<file path="config.mk">
export PLATFORM = sky130hd
export DESIGN_NAME = lottery_scheduler_lfsr113_unit
export DESIGN_NICKNAME = d
export VERILOG_FILES = /design/src/hdl/lotsch_pkg.sv /design/src/hdl/lottery_scheduler_lfsr113_unit.sv
export SDC_FILE = /design/constraint.sdc
export NUM_CORES = 2
export LEC_CHECK = 0
export BUFFER_PORTS_ARGS = -buffer_cell sky130_fd_sc_hd__buf_4
export CORE_MARGIN = 1.5
export CORE_UTILIZATION = 35
export CTS_BUF_LIST = sky130_fd_sc_hd__clkbuf_8
export DETAILED_ROUTE_END_ITERATION = 8
export HOLD_SLACK_MARGIN = 0.08
export PLACE_DENSITY = 0.56
export SLEW_MARGIN = 20
export SYNTH_ARGS = -nofsm -noshare
export SYNTH_HDL_FRONTEND = slang
export SYNTH_SLANG_ARGS = --single-unit
</file>
<file path="constraint.sdc">
create_clock -name i_clk -period 12.75 [get_ports i_clk]
set_input_delay 1.275 -clock i_clk [delete_from_list [all_inputs] [get_ports i_clk]]
set_output_delay 1.275 -clock i_clk [all_outputs]
set_load 0.02 [all_outputs]
</file>
<file path="src/hdl/lotsch_pkg.sv">
`timescale 1ns / 1ps

package lotsch_pkg;

    // field widths fixed by the interface
    localparam int PID_W   = 16;
    localparam int TIX_W   = 16;
    localparam int SLOT_W  = PID_W + TIX_W;
    localparam int RAND_W  = 32;
    localparam int IDX_OUT_W = 6;
    localparam int SUM_OUT_W = 22;

    // one dividend bit per divider step
    localparam int DIV_STEPS = RAND_W;
    localparam int CNT_W     = $clog2(DIV_STEPS);

    // lfsr113 seed and component masks
    localparam logic [RAND_W-1:0] RNG_SEED = 32'd12345;
    localparam logic [RAND_W-1:0] MASK_Z1  = 32'd4294967294;
    localparam logic [RAND_W-1:0] MASK_Z2  = 32'd4294967288;
    localparam logic [RAND_W-1:0] MASK_Z3  = 32'd4294967280;
    localparam logic [RAND_W-1:0] MASK_Z4  = 32'd4294967168;

    // request codes
    typedef enum logic [1:0] {
        REQ_SET    = 2'd0,
        REQ_CHANGE = 2'd1,
        REQ_PICK   = 2'd2
    } t_req;

    // control states
    typedef enum logic [2:0] {
        ST_IDLE,
        ST_SET,
        ST_CHG,
        ST_SUM,
        ST_RNG,
        ST_DIV,
        ST_SEL,
        ST_RESP
    } t_state;

endpackage

</file>
<file path="src/hdl/lottery_scheduler_lfsr113_unit.sv">
`timescale 1ns / 1ps

// Lottery scheduler over NUM_SLOTS process slots kept in one synchronous RAM
// (id and tickets per slot, registered read) with a valid bit and a
// runnable flag per slot in flops. One request is in work at a time; a new
// request is taken while the previous result still waits at the output.
// A set-entry request writes its slot in ST_SET and then responds; an unknown
// request code responds at once. A change-tickets request walks the RAM one
// slot per cycle and stops at the first id match. A pick walks the RAM once
// to sum the runnable tickets, steps the lfsr113 generator once in ST_RNG,
// reduces its output modulo the sum with a restoring divider that makes one
// bit per cycle, then walks the RAM again to the winning slot; an empty pick
// returns after the first walk. The result is raised once the output register
// is free, and the state returns to idle on that same edge, so the next
// request can be taken at once.
module lottery_scheduler_lfsr113_unit
    import lotsch_pkg::*;
#(
    parameter int NUM_SLOTS = 64
) (
    input  logic                 i_clk,
    input  logic                 i_rst_n,
    // request channel
    input  logic                 i_in_valid,
    output logic                 o_in_ready,
    input  logic [1:0]           i_req_type,
    input  logic [5:0]           i_entry_index,
    input  logic [PID_W-1:0]     i_proc_id,
    input  logic [TIX_W-1:0]     i_ticket_value,
    input  logic                 i_runnable_in,
    // result channel
    output logic                 o_out_valid,
    input  logic                 i_out_ready,
    output logic                 o_grant_valid,
    output logic [IDX_OUT_W-1:0] o_grant_index,
    output logic [PID_W-1:0]     o_grant_pid,
    output logic                 o_id_found,
    output logic [SUM_OUT_W-1:0] o_ticket_total,
    output logic [SUM_OUT_W-1:0] o_draw_value
);

    localparam int IDX_W = $clog2(NUM_SLOTS);
    localparam int SUM_W = TIX_W + IDX_W;
    localparam logic [IDX_W:0]   SLOT_CNT  = (IDX_W + 1)'(NUM_SLOTS);
    localparam logic [IDX_W-1:0] SLOT_LAST = IDX_W'(NUM_SLOTS - 1);
    localparam logic [CNT_W-1:0] CNT_LAST  = CNT_W'(DIV_STEPS - 1);

    t_state r_state, n_state;

    // latched request
    logic [1:0]       r_req_type, n_req_type;
    logic [5:0]       r_idx, n_idx;
    logic [PID_W-1:0] r_pid, n_pid;
    logic [TIX_W-1:0] r_tix, n_tix;
    logic             r_run_in, n_run_in;

    // per-slot flags
    logic [NUM_SLOTS-1:0] r_vld, n_vld;
    logic [NUM_SLOTS-1:0] r_run, n_run;

    // generator
    logic [RAND_W-1:0] r_z1, n_z1, r_z2, n_z2, r_z3, n_z3, r_z4, n_z4;

    // table walk
    logic [IDX_W:0]    r_ra, n_ra;
    logic              r_dv, n_dv;
    logic [IDX_W-1:0]  r_di, n_di;
    logic              r_rd_ok;
    logic [SLOT_W-1:0] r_rd_q;

    // pick datapath
    logic [SUM_W-1:0]  r_sum, n_sum;
    logic [SUM_W-1:0]  r_acc, n_acc;
    logic [RAND_W-1:0] r_dvd, n_dvd;
    logic [SUM_W:0]    r_rem, n_rem;
    logic [CNT_W-1:0]  r_cnt, n_cnt;

    // result in work
    logic             r_found, n_found;
    logic             r_gnt, n_gnt;
    logic [IDX_W-1:0] r_gidx, n_gidx;
    logic [PID_W-1:0] r_gpid, n_gpid;

    // output register
    logic                 r_o_vld, n_o_vld;
    logic                 r_o_gv, n_o_gv;
    logic [IDX_OUT_W-1:0] r_o_gi, n_o_gi;
    logic [PID_W-1:0]     r_o_pid, n_o_pid;
    logic                 r_o_found, n_o_found;
    logic [SUM_OUT_W-1:0] r_o_total, n_o_total;
    logic [SUM_OUT_W-1:0] r_o_draw, n_o_draw;

    // ram port
    logic              w_we;
    logic [IDX_W-1:0]  w_wa;
    logic [SLOT_W-1:0] w_wd;
    logic [IDX_W-1:0]  w_ra;
    logic [SLOT_W-1:0] r_mem [NUM_SLOTS];

    // helpers
    logic              w_issue;
    logic              w_last;
    logic [PID_W-1:0]  w_rd_pid;
    logic [TIX_W-1:0]  w_rd_tix;
    logic [SUM_W-1:0]  w_sum_add;
    logic [SUM_W-1:0]  w_acc_add;
    logic [SUM_W:0]    w_shift;
    logic [RAND_W-1:0] w_b1, w_b2, w_b3, w_b4;
    logic [RAND_W-1:0] w_z1, w_z2, w_z3, w_z4;
    logic [31:0]       w_set_wide;
    logic              w_set_ok;
    logic [31:0]       w_gidx_wide;
    logic [31:0]       w_sum_wide;
    logic [31:0]       w_draw_wide;

    assign o_in_ready     = (r_state == ST_IDLE);
    assign o_out_valid    = r_o_vld;
    assign o_grant_valid  = r_o_gv;
    assign o_grant_index  = r_o_gi;
    assign o_grant_pid    = r_o_pid;
    assign o_id_found     = r_o_found;
    assign o_ticket_total = r_o_total;
    assign o_draw_value   = r_o_draw;

    // masked read data, never-written slots read as zero
    assign w_rd_pid  = r_rd_ok ? r_rd_q[SLOT_W-1:TIX_W] : '0;
    assign w_rd_tix  = r_rd_ok ? r_rd_q[TIX_W-1:0] : '0;
    assign w_last    = r_dv && (r_di == SLOT_LAST);
    assign w_sum_add = r_sum + SUM_W'(w_rd_tix);
    assign w_acc_add = r_acc + SUM_W'(w_rd_tix);
    assign w_shift   = {r_rem[SUM_W-1:0], r_dvd[RAND_W-1]};
    assign w_ra      = r_ra[IDX_W-1:0];

    assign w_set_wide  = 32'(r_idx);
    assign w_set_ok    = (w_set_wide < NUM_SLOTS);
    assign w_gidx_wide = 32'(r_gidx);
    assign w_sum_wide  = 32'(r_sum);
    assign w_draw_wide = 32'(r_rem[SUM_W-1:0]);

    // lfsr113 step
    assign w_b1 = ((r_z1 << 6) ^ r_z1) >> 13;
    assign w_z1 = ((r_z1 & MASK_Z1) << 18) ^ w_b1;
    assign w_b2 = ((r_z2 << 2) ^ r_z2) >> 27;
    assign w_z2 = ((r_z2 & MASK_Z2) << 2) ^ w_b2;
    assign w_b3 = ((r_z3 << 13) ^ r_z3) >> 21;
    assign w_z3 = ((r_z3 & MASK_Z3) << 7) ^ w_b3;
    assign w_b4 = ((r_z4 << 3) ^ r_z4) >> 12;
    assign w_z4 = ((r_z4 & MASK_Z4) << 13) ^ w_b4;

    // slot ram
    always_ff @(posedge i_clk) begin
        if (w_we) begin
            r_mem[w_wa] <= w_wd;
        end
        r_rd_q <= r_mem[w_ra];
    end

    // next state and datapath
    always_comb begin
        n_state    = r_state;
        n_req_type = r_req_type;
        n_idx      = r_idx;
        n_pid      = r_pid;
        n_tix      = r_tix;
        n_run_in   = r_run_in;
        n_vld      = r_vld;
        n_run      = r_run;
        n_z1       = r_z1;
        n_z2       = r_z2;
        n_z3       = r_z3;
        n_z4       = r_z4;
        n_ra       = r_ra;
        n_dv       = 1'b0;
        n_di       = r_di;
        n_sum      = r_sum;
        n_acc      = r_acc;
        n_dvd      = r_dvd;
        n_rem      = r_rem;
        n_cnt      = r_cnt;
        n_found    = r_found;
        n_gnt      = r_gnt;
        n_gidx     = r_gidx;
        n_gpid     = r_gpid;
        n_o_vld    = r_o_vld;
        n_o_gv     = r_o_gv;
        n_o_gi     = r_o_gi;
        n_o_pid    = r_o_pid;
        n_o_found  = r_o_found;
        n_o_total  = r_o_total;
        n_o_draw   = r_o_draw;
        w_we       = 1'b0;
        w_wa       = r_di;
        w_wd       = {w_rd_pid, r_tix};
        w_issue    = 1'b0;

        // result taken downstream
        if (r_o_vld && i_out_ready) begin
            n_o_vld = 1'b0;
        end

        // walk issue, one read per cycle
        if (r_state == ST_CHG || r_state == ST_SUM || r_state == ST_SEL) begin
            w_issue = (r_ra < SLOT_CNT);
            if (w_issue) begin
                n_ra = r_ra + 1'b1;
            end
            n_dv = w_issue;
            n_di = r_ra[IDX_W-1:0];
        end

        case (r_state)
            ST_IDLE: begin
                if (i_in_valid) begin
                    n_req_type = i_req_type;
                    n_idx      = i_entry_index;
                    n_pid      = i_proc_id;
                    n_tix      = i_ticket_value;
                    n_run_in   = i_runnable_in;
                    n_ra       = '0;
                    n_sum      = '0;
                    n_acc      = '0;
                    n_rem      = '0;
                    n_found    = 1'b0;
                    n_gnt      = 1'b0;
                    n_gidx     = '0;
                    n_gpid     = '0;
                    case (i_req_type)
                        REQ_SET:    n_state = ST_SET;
                        REQ_CHANGE: n_state = ST_CHG;
                        REQ_PICK:   n_state = ST_SUM;
                        default:    n_state = ST_RESP;
                    endcase
                end
            end
            ST_SET: begin
                if (w_set_ok) begin
                    w_we        = 1'b1;
                    w_wa        = w_set_wide[IDX_W-1:0];
                    w_wd        = {r_pid, r_tix};
                    n_vld[w_wa] = 1'b1;
                    n_run[w_wa] = r_run_in;
                end
                n_state = ST_RESP;
            end
            ST_CHG: begin
                // first id match gets the new ticket count
                if (r_dv && (w_rd_pid == r_pid)) begin
                    w_we        = 1'b1;
                    w_wa        = r_di;
                    w_wd        = {w_rd_pid, r_tix};
                    n_vld[r_di] = 1'b1;
                    n_found     = 1'b1;
                    n_state     = ST_RESP;
                end else if (w_last) begin
                    n_state = ST_RESP;
                end
            end
            ST_SUM: begin
                if (r_dv && r_run[r_di]) begin
                    n_sum = w_sum_add;
                end
                if (w_last) begin
                    n_ra = '0;
                    n_dv = 1'b0;
                    if (n_sum == '0) begin
                        n_state = ST_RESP;
                    end else begin
                        n_state = ST_RNG;
                    end
                end
            end
            ST_RNG: begin
                n_z1    = w_z1;
                n_z2    = w_z2;
                n_z3    = w_z3;
                n_z4    = w_z4;
                n_dvd   = w_z1 ^ w_z2 ^ w_z3 ^ w_z4;
                n_rem   = '0;
                n_cnt   = '0;
                n_state = ST_DIV;
            end
            ST_DIV: begin
                // restoring remainder, one dividend bit per cycle
                if (w_shift >= {1'b0, r_sum}) begin
                    n_rem = w_shift - {1'b0, r_sum};
                end else begin
                    n_rem = w_shift;
                end
                n_dvd = r_dvd << 1;
                n_cnt = r_cnt + 1'b1;
                if (r_cnt == CNT_LAST) begin
                    n_ra    = '0;
                    n_state = ST_SEL;
                end
            end
            ST_SEL: begin
                // running total first above the draw wins
                if (r_dv && r_run[r_di]) begin
                    n_acc = w_acc_add;
                    if (w_acc_add > r_rem[SUM_W-1:0]) begin
                        n_gnt       = 1'b1;
                        n_gidx      = r_di;
                        n_gpid      = w_rd_pid;
                        n_run[r_di] = 1'b0;
                        n_state     = ST_RESP;
                    end else if (w_last) begin
                        n_state = ST_RESP;
                    end
                end else if (w_last) begin
                    n_state = ST_RESP;
                end
            end
            ST_RESP: begin
                if (!r_o_vld || i_out_ready) begin
                    n_o_vld   = 1'b1;
                    n_o_gv    = r_gnt;
                    n_o_gi    = r_gnt ? w_gidx_wide[IDX_OUT_W-1:0] : '0;
                    n_o_pid   = r_gnt ? r_gpid : '0;
                    n_o_found = r_found;
                    n_o_total = w_sum_wide[SUM_OUT_W-1:0];
                    n_o_draw  = w_draw_wide[SUM_OUT_W-1:0];
                    n_state   = ST_IDLE;
                end
            end
            default: begin
                n_state = ST_IDLE;
            end
        endcase
    end

    // control registers
    always_ff @(posedge i_clk) begin
        if (!i_rst_n) begin
            r_state <= ST_IDLE;
            r_vld   <= '0;
            r_run   <= '0;
            r_z1    <= RNG_SEED;
            r_z2    <= RNG_SEED;
            r_z3    <= RNG_SEED;
            r_z4    <= RNG_SEED;
            r_dv    <= 1'b0;
            r_o_vld <= 1'b0;
        end else begin
            r_state <= n_state;
            r_vld   <= n_vld;
            r_run   <= n_run;
            r_z1    <= n_z1;
            r_z2    <= n_z2;
            r_z3    <= n_z3;
            r_z4    <= n_z4;
            r_dv    <= n_dv;
            r_o_vld <= n_o_vld;
        end
    end

    // payload registers
    always_ff @(posedge i_clk) begin
        r_req_type <= n_req_type;
        r_idx      <= n_idx;
        r_pid      <= n_pid;
        r_tix      <= n_tix;
        r_run_in   <= n_run_in;
        r_ra       <= n_ra;
        r_di       <= n_di;
        r_rd_ok    <= r_vld[w_ra];
        r_sum      <= n_sum;
        r_acc      <= n_acc;
        r_dvd      <= n_dvd;
        r_rem      <= n_rem;
        r_cnt      <= n_cnt;
        r_found    <= n_found;
        r_gnt      <= n_gnt;
        r_gidx     <= n_gidx;
        r_gpid     <= n_gpid;
        r_o_gv     <= n_o_gv;
        r_o_gi     <= n_o_gi;
        r_o_pid    <= n_o_pid;
        r_o_found  <= n_o_found;
        r_o_total  <= n_o_total;
        r_o_draw   <= n_o_draw;
    end

    // draw stays below the ticket sum during selection
    a_draw_below_sum: assert property (@(posedge i_clk) disable iff (!i_rst_n)
        (r_state == ST_SEL) |-> (r_rem[SUM_W-1:0] < r_sum))
        else $error("draw not below ticket sum");

    // a result never carries both a grant and an id match
    a_grant_or_found: assert property (@(posedge i_clk) disable iff (!i_rst_n)
        r_o_vld |-> !(r_o_gv && r_o_found))
        else $error("grant and id match in one result");

    // granted slot leaves the runnable set
    a_grant_clears_run: assert property (@(posedge i_clk) disable iff (!i_rst_n)
        (r_state == ST_SEL && n_state == ST_RESP && n_gnt) |=> !r_run[r_gidx])
        else $error("granted slot still runnable");

endmodule
</file>
## Word level (Yosys, flattened, before mapping)

Memories as Yosys holds them, arrays and structs flattened. A register that Yosys moved wholly into a read port is not among the register bits.
Cells that the tools add are included.

- Add/subtract/negate cells: 5
- Magnitude comparators: 9
- Equal/unequal tests: 20
- Muxes and demuxes: 75
- Bitwise logic cells: 15
- Reduce and logical (&&, ||, !) cells: 30

Operators by type and width:

| operator | count |
|---|---|
| $mux 64 | 5 |
| $pmux 64 s2 | 2 |
| $xor 32x32->32 | 7 |
| $mux 22 | 6 |
| $or 64x64->64 | 2 |
| $pmux 22 s2 | 2 |
| $mux 16 | 5 |
| $pmux 22 s3 | 1 |
| $and 64x64->64 | 1 |
| $bwmux 64 | 1 |
| $mux 32 | 2 |
| $not 64->64 | 1 |
| $pmux 32 s2 | 1 |
| $add 22x16->22 | 2 |
| $mux 7 | 5 |
| $pmux 16 s2 | 1 |
| $xor 32x11->32 | 1 |
| $xor 32x19->32 | 1 |
| $xor 32x20->32 | 1 |
| $xor 32x5->32 | 1 |
| $mux 6 | 5 |
| $lt 6x7->1 const B | 4 |
| $mux 3 | 8 |
| $pmux 3 s8 | 1 |
| other kinds (37) | 88 |

- Bits in registers: 509
- Bits in writable memories: 2048
- Input bits: 45
- Output and inout bits: 70
- Word-level logic and storage cells: 186
- Memories kept: 1

Memory list:

| name | depth | bits a word | read ports | clocked after memory_dff | write ports | line | source |
|---|---|---|---|---|---|---|---|
| r_mem | 64 | 32 | 1 | 1 | 1 | lottery_scheduler_lfsr113_unit.sv:98 | `logic [SLOT_W-1:0] r_mem [NUM_SLOTS];` |

## Depth between registers and ports, before layout

- Depth after elaboration: 9
- Gate-level depth with buffers: 34
- Mapped depth without buffers: 26

## Least setup slack after synthesis

No wires, ideal clock.

- Path kind: register to register
- From: register r_rd_ok
- To: register r_run[10]
- Library setup time: 0.119 ns
- Data arrival time: 6.033 ns
- Data required time: 12.631 ns
- Setup slack: 6.599 ns
- Stages on the path, launching flop included: 32
- Path buffers: 7
- Clock period less this slack: 6.151 ns
- Path through: dfxtp_1 -> buf_4 -> buf_2 -> buf_1 -> clkbuf_1 -> clkbuf_1 -> and2_1 -> ha_1 -> ha_1 -> a221oi_1 -> nor2_1 -> o211ai_1 -> o221ai_1 -> o31ai_1 -> a21o_1 -> a21oi_1 -> o41ai_2 -> nor4_1 -> a31oi_1 -> nand2_1 -> ha_1 -> nor2b_1 -> o21ai_0 -> nand2b_1 -> a211o_1 -> or3_1 -> o21ai_1 -> and2_1 -> buf_2 -> buf_2 -> a21oi_1 -> o221a_2

- Cells in the longest elaborated chain, start to end: 5

RTL lines:

| item | line | source |
|---|---|---|
| from (decl) | lottery_scheduler_lfsr113_unit.sv:68 | `logic r_rd_ok;` |
| from (signal assigned) | lottery_scheduler_lfsr113_unit.sv:365 | `r_rd_ok <= r_vld[w_ra];` |
| $mux 16 | lottery_scheduler_lfsr113_unit.sv:127 | `assign w_rd_tix = r_rd_ok ? r_rd_q[TIX_W-1:0] : '0;` |
| $add 22x16->22 | lottery_scheduler_lfsr113_unit.sv:130 | `assign w_acc_add = r_acc + SUM_W'(w_rd_tix);` |
| via w_acc_add[20] | lottery_scheduler_lfsr113_unit.sv:106 | `logic [SUM_W-1:0] w_acc_add;` |
| $gt 22x22->1 | lottery_scheduler_lfsr113_unit.sv:300 | `if (w_acc_add > r_rem[SUM_W-1:0]) begin` |
| $ne 2x1->1 (no source line) | - |  |
| $reduce_and 4->1 (no source line) | - |  |
| to (signal assigned) | lottery_scheduler_lfsr113_unit.sv:346 | `r_run <= n_run;` |
| to (decl) | lottery_scheduler_lfsr113_unit.sv:59 | `logic [NUM_SLOTS-1:0] r_run, n_run;` |

The timed path passes the listed nets, and every way through them passes these cells.
A chain may end at the register's enable or synchronous reset.

## Worst setup path after layout

- From: register r_rd_ok
- To: register r_run[44]

The elaborated chain is that of the path after synthesis.

==> flow_summary.ini <==
[status]
status = complete, no violations

[synthesis]
synth_edf_count = 2288
dominantRegCellSynth = edfxtp_1
yosysTopAreaCellShare_pct = 65.25
postSynthCellCount = 5894
synth.area.top_cells = edfxtp_1, mux4_2, dfxtp_1
syn_area_per_cell_um2 = 17.86
synthMostInstantiatedCell = edfxtp_1
yosys_register_bits = 2574
synth_nets = 6003
ys_warn_count = 0
yosysUniqueCellTypes = 100
synth_common_cells = edfxtp_1, mux4_2, nand2_1
ys_seq_area_share_pct = 70.69
yosysTopAreaCell = edfxtp_1
synth-async-reset-ratio_pct = 0
syn-cell-area_um2 = 105300

[min_path]
min_path_cells = 1
min_path_type = input port to register
hp-start = i_proc_id[1]
holdPathEnd = r_pid[1]$_DFFE_PP_

[worst_setup_path]
worstSetupEndpointType = register
reg2reg_depth = 26
cp_top_family = compound AO/OA/AOI/OAI gates
r2r_start = r_rd_ok$_DFF_P_
rr_endpoint = r_run[44]$_SDFFE_PN0P_
path_buf_inv = 2
cpMaxStageDelayCell = and2_4
required_ns = 13.65
crit_fanout = 78
critPathLaunchType = register
critPathMaxStageDelay_ns = 0.67
arrival_ns = 8.37
worstSetupPathType = register to register
rrSetupSlack_ns = 5.28

[die]
die_x_um = 551.5
pin_count = 115
fp.dieH_um = 551.5
initial_utilization_pct = 35.15
coreArea_um2 = 299500
die_area_um2 = 304100
fp-row-count = 201

[timing]
rsz0062_at_grt = no
min_period_ns = 7.468
finalSetupViolations = 0
setup_tns_ns = 0
slew_viol_final = 0
max_slew_margin_pct = 19.93
fin_crit_sh_pct = 58.57
tightest_slew_ns = 1.199
clock_skew_ns = 0.1342
hold_violations = 0
max_freq_mhz = 133.9

[pwr]
total_power_w = 0.02279
power_density_nw_per_um2 = 190.6
power_leakage_nw = 37.97
ir_worst_vdd_mv = 0.1611

[clock_network]
cts.sinks = 2574
cts_resized = 0
cts_buffers = 422
clock_path_buffers = 4
clock_latency_ns = 1.09
postCtsHoldBufs = 0
cts_root_buf = clkbuf_8
cts-htree-levels = 5
cts_tree = built
cts_setup_buffers = 0
clk_pin_slew_worst_paths_ns = 0.06

[grt]
grt-ovfl-total = 0
antenna_found_initial = 20
grt_pass1_wl_um = 416600
grt_max_degree = 149
grt_pass1_vias = 57520
gr-usage-all-layers_pct = 18.89

[layout]
nets = 6334
fin_cells = 10530
drive_above_1_share_pct = 25.34
syn2layout_area_growth_pct = 13.55

[detailed_routing]
firstDrtPassIters = 6
via_count = 57520
wl_per_cell_um = 27.74
drt_iter0_drc = 6201
via_per_inst = 5.463
final_antenna_net_count = 0
wirelength_um = 292100
drc = 0

[placement]
gp_congestion = 0.8626
dp.cells = 9757
dp_hpwl_um = 166400
io_buffers = 114

[run]
drv_cap = 0
placed cells by master (no fill, tap or decap), drive strengths merged, types with 8 or more instances in the layout:
master	count
or3	10
nand2	381
and3	26
a211oi	16
mux2i	30
diode	11
a31oi	23
nor3	40
a21oi	177
nor4	12
nand4	13
xnor2	185
ha	63
o22ai	8
o221a	50
a21boi	74
xor2	47
o31ai	18
inv	248
nor2	354
buf	263
mux4	698
dfxtp	286
bufinv	12
edfxtp	2288
a22oi	31
o21ai	215
a21o	21
nor2b	30
nand3	55
o211a	28
clkbuf	436
clkinv	137
o211ai	18
and2	61
o21a	76
nand2b	21
worst register-to-register path, cell delays in order, from the launching register on:
cell and delay [ns]:
dfxtp_2 0.31, buf_4 0.58, nand2_1 0.25, xnor2_1 0.19, ha_1 0.24, a221oi_1 0.49, nor2_1 0.10, o211ai_1 0.35
o221ai_1 0.16, o31ai_1 0.38, a21o_1 0.21, a21oi_1 0.11, o41ai_2 0.47, nor4_1 0.11, a31oi_1 0.20, nand2_1 0.08
ha_1 0.29, nor2b_1 0.13, o21ai_0 0.15, nand2b_1 0.10, a211o_1 0.29, or3_1 0.35, o21ai_1 0.35, and2_4 0.67
buf_12 0.32, a21oi_1 0.13, o221a_2 0.31
logic make-up after synthesis:
logic type | count (synthesis) | synth area share, %
and+or+nand+nor | 1030 | 4.327
DFF | 2574 | 70.69
buffers and inverters | 435 | 1.637
xor gates and xnor gates | 232 | 1.930
AOI/OAI and AO/OA | 822 | 5.337
adders and majority gates | 70 | 0.8270
muxes | 731 | 15.25
per-stage QoR:
step / instance area [µm²] / hold WS (ns) / util, % / setup slack [ns]
floorplan: 105300 / 0.4003 / - / 6.599
global placement: 111600 / 0.4414 / 37.24 / 5.465
detailed placement: 111600 / 0.4517 / 37.24 / 5.312
CTS: 119400 / 0.2390 / 39.88 / 5.201
global route: 119500 / 0.2743 / 39.91 / 4.863
finish: 119600 / 0.3665 / 39.92 / 5.282
layer usage:
| layer | vias to the layer above | GRT usage, % | part of all wire (%) |
|---|---|---|---|
| li1 | 24320 | - | - |
| met1 | 30460 | 27.26 | 44 |
| met2 | 2335 | 29.88 | 47 |
| met3 | 390 | 3.184 | 7.4 |
| met4 | 4 | 4.355 | 2.0 |
| met5 | - | 0 | 0.0092 |
worst max path at each step:
| stage | startpoint | to | slack (ns) | cells past startpoint |
|---|---|---|---|---|
| 2_1_floorplan | r_rd_ok$_DFF_P_ | r_run[10]$_SDFFE_PN0P_ | 6.60 | 31 |
| 3_3_place_gp | r_rd_ok$_DFF_P_ | r_run[26]$_SDFFE_PN0P_ | 5.47 | 25 |
| 3_5_place_dp | r_rd_ok$_DFF_P_ | r_run[1]$_SDFFE_PN0P_ | 5.31 | 25 |
| 4_1_cts | r_rd_ok$_DFF_P_ | r_run[1]$_SDFFE_PN0P_ | 5.20 | 25 |
| 5_1_grt | r_rd_ok$_DFF_P_ | r_run[50]$_SDFFE_PN0P_ | 4.86 | 27 |
| 6_report | r_rd_ok$_DFF_P_ | r_run[44]$_SDFFE_PN0P_ | 5.28 | 26 |
power by group:
group | total (W) | switching [W] | leakage (nW) | internal, W
combinational | 0.00543 | 0.00330 | 10.1 | 0.00213
clock | 0.00682 | 0.00338 | 4.59 | 0.00344
sequential | 0.0105 | 0.000450 | 23.2 | 0.0101
final cells by class:
cell class	instances	area, µm²
Fill cell	26980	180000
Tap cell	3958	4952
Clock inverter	323	1886
Timing Repair Buffer	263	2077
Multi-Input combinational cell	2885	29870
Sequential cell	2574	74450
Antenna cell	11	27.53
Clock buffer	436	6001
Inverter	79	297.8
state kept, by name (all words and copies together), names as in the netlist, 7 cells and up:
| name | cells |
|---|---|
| r_mem | 2048 |
| r_run | 64 |
| r_vld | 64 |
| r_dvd | 32 |
| r_rd_q | 32 |
| r_z1 | 31 |
| r_z2 | 29 |
| r_z3 | 28 |
| r_z4 | 25 |
| o_draw_value | 22 |
| o_ticket_total | 22 |
| r_acc | 22 |
| r_rem | 22 |
| r_sum | 22 |
| o_grant_pid | 16 |
| r_gpid | 16 |
| r_pid | 16 |
| r_tix | 16 |
| r_ra | 7 |
(Power assumes the default switching activity.)
